$ cat src/rtl/lrud_pkg.sv
package lrud_pkg;

	localparam int DATASET_W = 16;
	localparam int TILE_W = 32;
	localparam int RANK_W = 8;
	localparam int OCC_W = 9;
	localparam int CAP_W = 9;
	localparam logic [CAP_W-1:0] CAPACITY_RESET = 9'd200;

	localparam logic MODE_LOOKUP = 1'b0;
	localparam logic MODE_CLEAR = 1'b1;

	// Request word.
	typedef struct packed {
		logic mode;
		logic [DATASET_W-1:0] dataset_id;
		logic [TILE_W-1:0] tile_id;
	} lrud_in_t;

	// Result word.
	typedef struct packed {
		logic hit;
		logic [RANK_W-1:0] rank;
		logic evicted;
		logic [DATASET_W-1:0] evicted_dataset;
		logic [TILE_W-1:0] evicted_tile;
		logic [OCC_W-1:0] occupancy;
	} lrud_out_t;

	// Per-cell control from the directory controller.
	typedef struct packed {
		logic cmp;
		logic valid;
		logic shift;
	} lrud_ctrl_t;

	typedef enum logic {
		ST_IDLE,
		ST_UPD
	} state_t;

endpackage

$ cat src/rtl/lrud_cell.sv
module lrud_cell #(
	parameter int KEY_W = 48
) (
	input logic clk,
	input logic arst_n,
	input lrud_pkg::lrud_ctrl_t ctrl,
	input logic [KEY_W-1:0] req_key,
	input logic [KEY_W-1:0] prev_key,
	output logic [KEY_W-1:0] key,
	output logic match
);

	logic [KEY_W-1:0] key_q;
	logic match_q;

	// The key shifts in from the next newer rank when this rank moves back.
	always_ff @(posedge clk) begin
		if (ctrl.shift) begin
			key_q <= prev_key;
		end
	end

	// Only ranks below the entry count take part in the compare.
	always_ff @(posedge clk or negedge arst_n) begin
		if (!arst_n) begin
			match_q <= 1'b0;
		end else if (ctrl.cmp) begin
			match_q <= ctrl.valid && (key_q == req_key);
		end
	end

	assign key = key_q;
	assign match = match_q;

endmodule

$ cat config.mk
export PLATFORM = sky130hd
export DESIGN_NAME = lrud_cell
export DESIGN_NICKNAME = d
export VERILOG_FILES = /design/src/rtl/lrud_pkg.sv /design/src/rtl/lrud_cell.sv
export SDC_FILE = /design/constraint.sdc
export NUM_CORES = 1
export LEC_CHECK = 0
export ABC_AREA = 1
export ABC_CLOCK_PERIOD_IN_PS = 1250
export BUFFER_PORTS_ARGS = -buffer_cell sky130_fd_sc_hd__buf_2
export CORE_AREA = 3 3 65 98
export DETAILED_ROUTE_END_ITERATION = 10
export DIE_AREA = 0 0 68 101
export PLACE_DENSITY = 0.79
export SKIP_CTS_REPAIR_TIMING = 1
export SLEW_MARGIN = 20
export SYNTH_ARGS = -nofsm -noshare
export SYNTH_HDL_FRONTEND = slang
export SYNTH_SLANG_ARGS = --single-unit
$ cat constraint.sdc
create_clock -name clk -period 1.25 [get_ports clk]
set_input_delay 0.375 -clock clk [delete_from_list [all_inputs] [get_ports clk]]
set_output_delay 0.375 -clock clk [all_outputs]
set_load 0.02 [all_outputs]
# Word-level counts from Yosys, hierarchy flattened
# Index checks and enable logic that the tools add are counted.
# Widths: inputs -> output; s select.
[word_totals]
inputBits = 101
regBits = 49
out_inout_bits = 49
word_cells = 4
[classes]
n_eq_ne = 1
n_reduce_logical = 1
[ops]
columns = ["cell", "n"]
rows = [
  ["$eq 48x48->1", 1],
  ["$logic_and 1x1->1", 1],
]

# Longest topological paths before layout
[logic_depth]
depth_word = 2
ltp_mapped = 10
mapped_depth_nobuf = 10

# Worst setup path after synthesis
# OpenSTA, ideal clock, no wires.
[synth_timing]
path_kind = "reg2reg"
from = "register key_q[9] (netlist: key[9])"
to = "register match_q (netlist: match)"
path_stages_with_launch = 8
synth_period_minus_slack_ns = 1.185
setup_ns = 0.116
setup_slack_ns = 0.065
t_arrival_ns = 1.069
cell_sequence = "edfxtp_1 or2_2 nand4_1 nor2_1 nand2_1 nor2_1 nand2_1 nand2_1"
[synth_via]
elab_chain_cells = 2
[synth_rtl]
columns = ["item", "line_no", "rtl"]
rows = [
  ["start: declaration", "lrud_cell.sv:13", "logic [KEY_W-1:0] key_q;"],
  ["start signal: assignment", "lrud_cell.sv:19", "key_q <= prev_key;"],
  ["$eq 48x48->1", "lrud_cell.sv:28", "match_q <= ctrl.valid && (key_q == req_key);"],
  ["$logic_and 1x1->1", "lrud_cell.sv:28", ""],
  ["end signal: assignment", "lrud_cell.sv:28", ""],
  ["end: declaration", "lrud_cell.sv:14", "logic match_q;"],
]
# No other way between the ends.
# A chain may end at the register's enable or synchronous reset.

# Worst setup path after layout
[layout_timing]
from = "register key_q[2] (netlist: key[2])"
to = "output key[2]"
[layout_lines]
columns = ["item", "line_no", "rtl"]
rows = [
  ["end: declaration", "lrud_cell.sv:9", "output logic [KEY_W-1:0] key,"],
]
# No word-level cell between the ends.

==> impl_metrics.json <==
{
  "setup_slack_ns": -0.0513,
  "r2r_cells": 8,
  "fp.coreArea_sq_mm": 0.00570,
  "dieArea_sq_mm": 0.00687,
  "critPathMaxFanout": 2,
  "root_buffer": "clkbuf_8",
  "max_freq_mhz": 768,
  "crit_arrival_ns": 0.93,
  "cpPeakStageDelay_ns": 0.46,
  "place_hpwl_mm": 5.00,
  "die-height_um": 101,
  "clkPwrFrac_pct": 24.3,
  "max-vdd-ir-drop_uv": 799,
  "start_util_pct": 41.8,
  "io_pins": 150,
  "finalPower_mw": 3.96,
  "setup_viol": 39,
  "ys_ff_latch": 49,
  "grt_usage_pct": 17.6,
  "p_int_mw": 2.89,
  "rsz0062_at_grt": "yes",
  "drc_errors": 0,
  "slew_violations": 0,
  "combPwrFrac_pct": 23.7,
  "drt-pass1-iter-count": 4,
  "power.leakage_nw": 2.00,
  "hold_path.class": "in2reg",
  "fin_crit_ns": 1.30,
  "synth_fp_nets": 373,
  "grt_overflow": 0,
  "r2r_start": "key[22]$_DFFE_PP_",
  "grt_max_degree": 27,
  "num_vias": 2240,
  "rows": 34,
  "clk_path_buf_depth": 2,
  "synth_area_per_cell_sq_um": 8.76,
  "detail_route.iter0.violations": 35,
  "slew_headroom_pct": 89.0,
  "grt_pass1_wl_mm": 8.92,
  "status": "complete, but fails checks",
  "path_depth": 1,
  "cts_buffers": 5,
  "r2r_end": "match$_DFFE_PN0P_",
  "path_clk_slew_ns": 0.09,
  "insertedDiodeCount": 0,
  "ys_types": 12,
  "layout-drive-gt1-share_pct": 39.4,
  "utilization_pct": 65.6,
  "viasPerCell": 4.34,
  "drv_cap": 0,
  "die_w_um": 68,
  "yosys_warnings": 0,
  "swShare_pct": 27.1,
  "setup_tns_ns": -0.602,
  "finClkSkew_ns": 0.00793,
  "cpMaxStageDelayCell": "edfxtp_1",
  "final_hold_viol_count": 0,
  "cpLargestDelayFamily": "flip-flops",
  "crit_path_end_kind": "primary output",
  "cts_tree": "built",
  "grt_pass1_vias": 2111,
  "synth_area_sq_mm": 0.00238,
  "wl_per_cell_um": 12.3,
  "crit_chain": "buf_6",
  "r2r_slack_ns": -0.01,
  "antenna_found_initial": 1,
  "cp_data_required_time_ns": 0.88,
  "path_class": "reg2out",
  "routabilityCongestion": 0.677,
  "critPathLaunch": "key[2]$_DFFE_PP_",
  "worstSkewPairLatency_ns": 0.30,
  "fin_crit_sh_pct": 104,
  "htreeDepth": 2,
  "syn_inst": 272,
  "ant_nets": 0,
  "path_buf_inv": 1,
  "tightest_slew_ns": 0.165,
  "cp-start-kind": "flip-flop",
  "seqPwrFrac_pct": 52.0,
  "failed_checks": "setup timing",
  "totalWireLength_mm": 6.36,
  "cp-endpoint": "key[2]",
  "power_density_mw_per_mm2": 1060,
  "syn_to_final_growth_pct": 56.9,
  "final_nets": 544,
  "io_buffers": 149,
  "clock-sinks": 49,
  "ys_seq_area_share_pct": 61.5,
  "p_switching_mw": 1.07
}
per-layer routing:
layer  global-route usage (%)  up-vias  wire length [um]
li1                         -     1154                 -
met4                     5.05        2                85
met1                     15.5      965              1990
met2                     35.1      109              3620
met5                        0        -                18
met3                     6.03       10               649
power by group through the flow:
| stage | logic [mW] | registers, mW | clock network, mW |
|---|---|---|---|
| 2_1_floorplan | 0.227 | 2.23 | 0 |
| 3_3_place_gp | 0.742 | 2.06 | 0 |
| 3_5_place_dp | 0.761 | 2.07 | 0 |
| 4_1_cts | 0.763 | 2.04 | 1.01 |
| 5_1_grt | 1.03 | 2.08 | 1.08 |
| 6_report | 0.939 | 2.06 | 0.965 |
logic make-up (layout without fill, tap and decap cells):
logic type / after synthesis / after routing / share of synthesized area [%]
and+or+nand+nor: 146 / 146 / 23.7
xor gates and xnor gates: 12 / 12 / 4.41
DFF: 49 / 49 / 61.5
AOI/OAI and AO/OA: 3 / 3 / 0.630
buffers and inverters: 62 / 234 / 9.76
worst min-delay path by stage:
stage	depth (start not counted)	slack [ns]	endpoint	startpoint
2_1_floorplan	0	0.08	match$_DFFE_PN0P_	arst_n
5_1_grt	1	0.22	key[0]$_DFFE_PP_	prev_key[0]
4_1_cts	1	-0.17	match$_DFFE_PN0P_	arst_n
6_report	1	0.24	key[33]$_DFFE_PP_	prev_key[33]
3_5_place_dp	1	0.16	match$_DFFE_PN0P_	arst_n
3_3_place_gp	1	0.16	match$_DFFE_PN0P_	arst_n
area by class of cell:
| class | instances | area, sq um |
|---|---|---|
| Clock buffer | 6 | 82.6 |
| Inverter | 62 | 233 |
| Fill cell | 479 | 1960 |
| Timing Repair Buffer | 164 | 1170 |
| Tap cell | 72 | 90.1 |
| Sequential cell | 49 | 1470 |
| Multi-Input combinational cell | 161 | 687 |
| Clock inverter | 2 | 13.8 |
cells in the mapped netlist:
library cell	instances	area [sq um]
nand4_1	3	18.8
o21ai_0	2	10.0
nand3_1	1	5.00
nor2_2	1	6.26
nand2_1	96	360
nor2_1	43	161
or2_2	2	12.5
o21ai_1	1	5.00
edfxtp_1	48	1440
dfrtp_1	1	25.0
inv_1	62	233
xnor2_1	12	105
stage by stage:
stage / instance area (sq um) / std cells / hold slack, ns / worst slack (ns)
after floorplan: 2380 / 272 / 0.0794 / 0.0650
after global placement: 3260 / 495 / 0.157 / -0.111
after detailed placement: 3260 / 495 / 0.161 / -0.121
after CTS: 3360 / 503 / -0.173 / -0.0814
after global routing: 3740 / 516 / 0.220 / -0.156
final: 3740 / 516 / 0.243 / -0.0513
registers in the layout (all words and copies together) (netlist names):
signal,flops
key,48
match,1
cell usage in the layout, fill, tap and decap left out, types with 2 or more instances in the layout:
cell type,count
nor2_1,42
edfxtp_1,48
buf_12,2
or2_2,2
buf_4,12
buf_2,104
nand4_1,3
o21ai_0,2
nor2_2,2
inv_1,62
nand2_1,96
xnor2_1,12
buf_6,45
clkbuf_8,6
No activity file was read; power rests on OpenSTA's default activity.
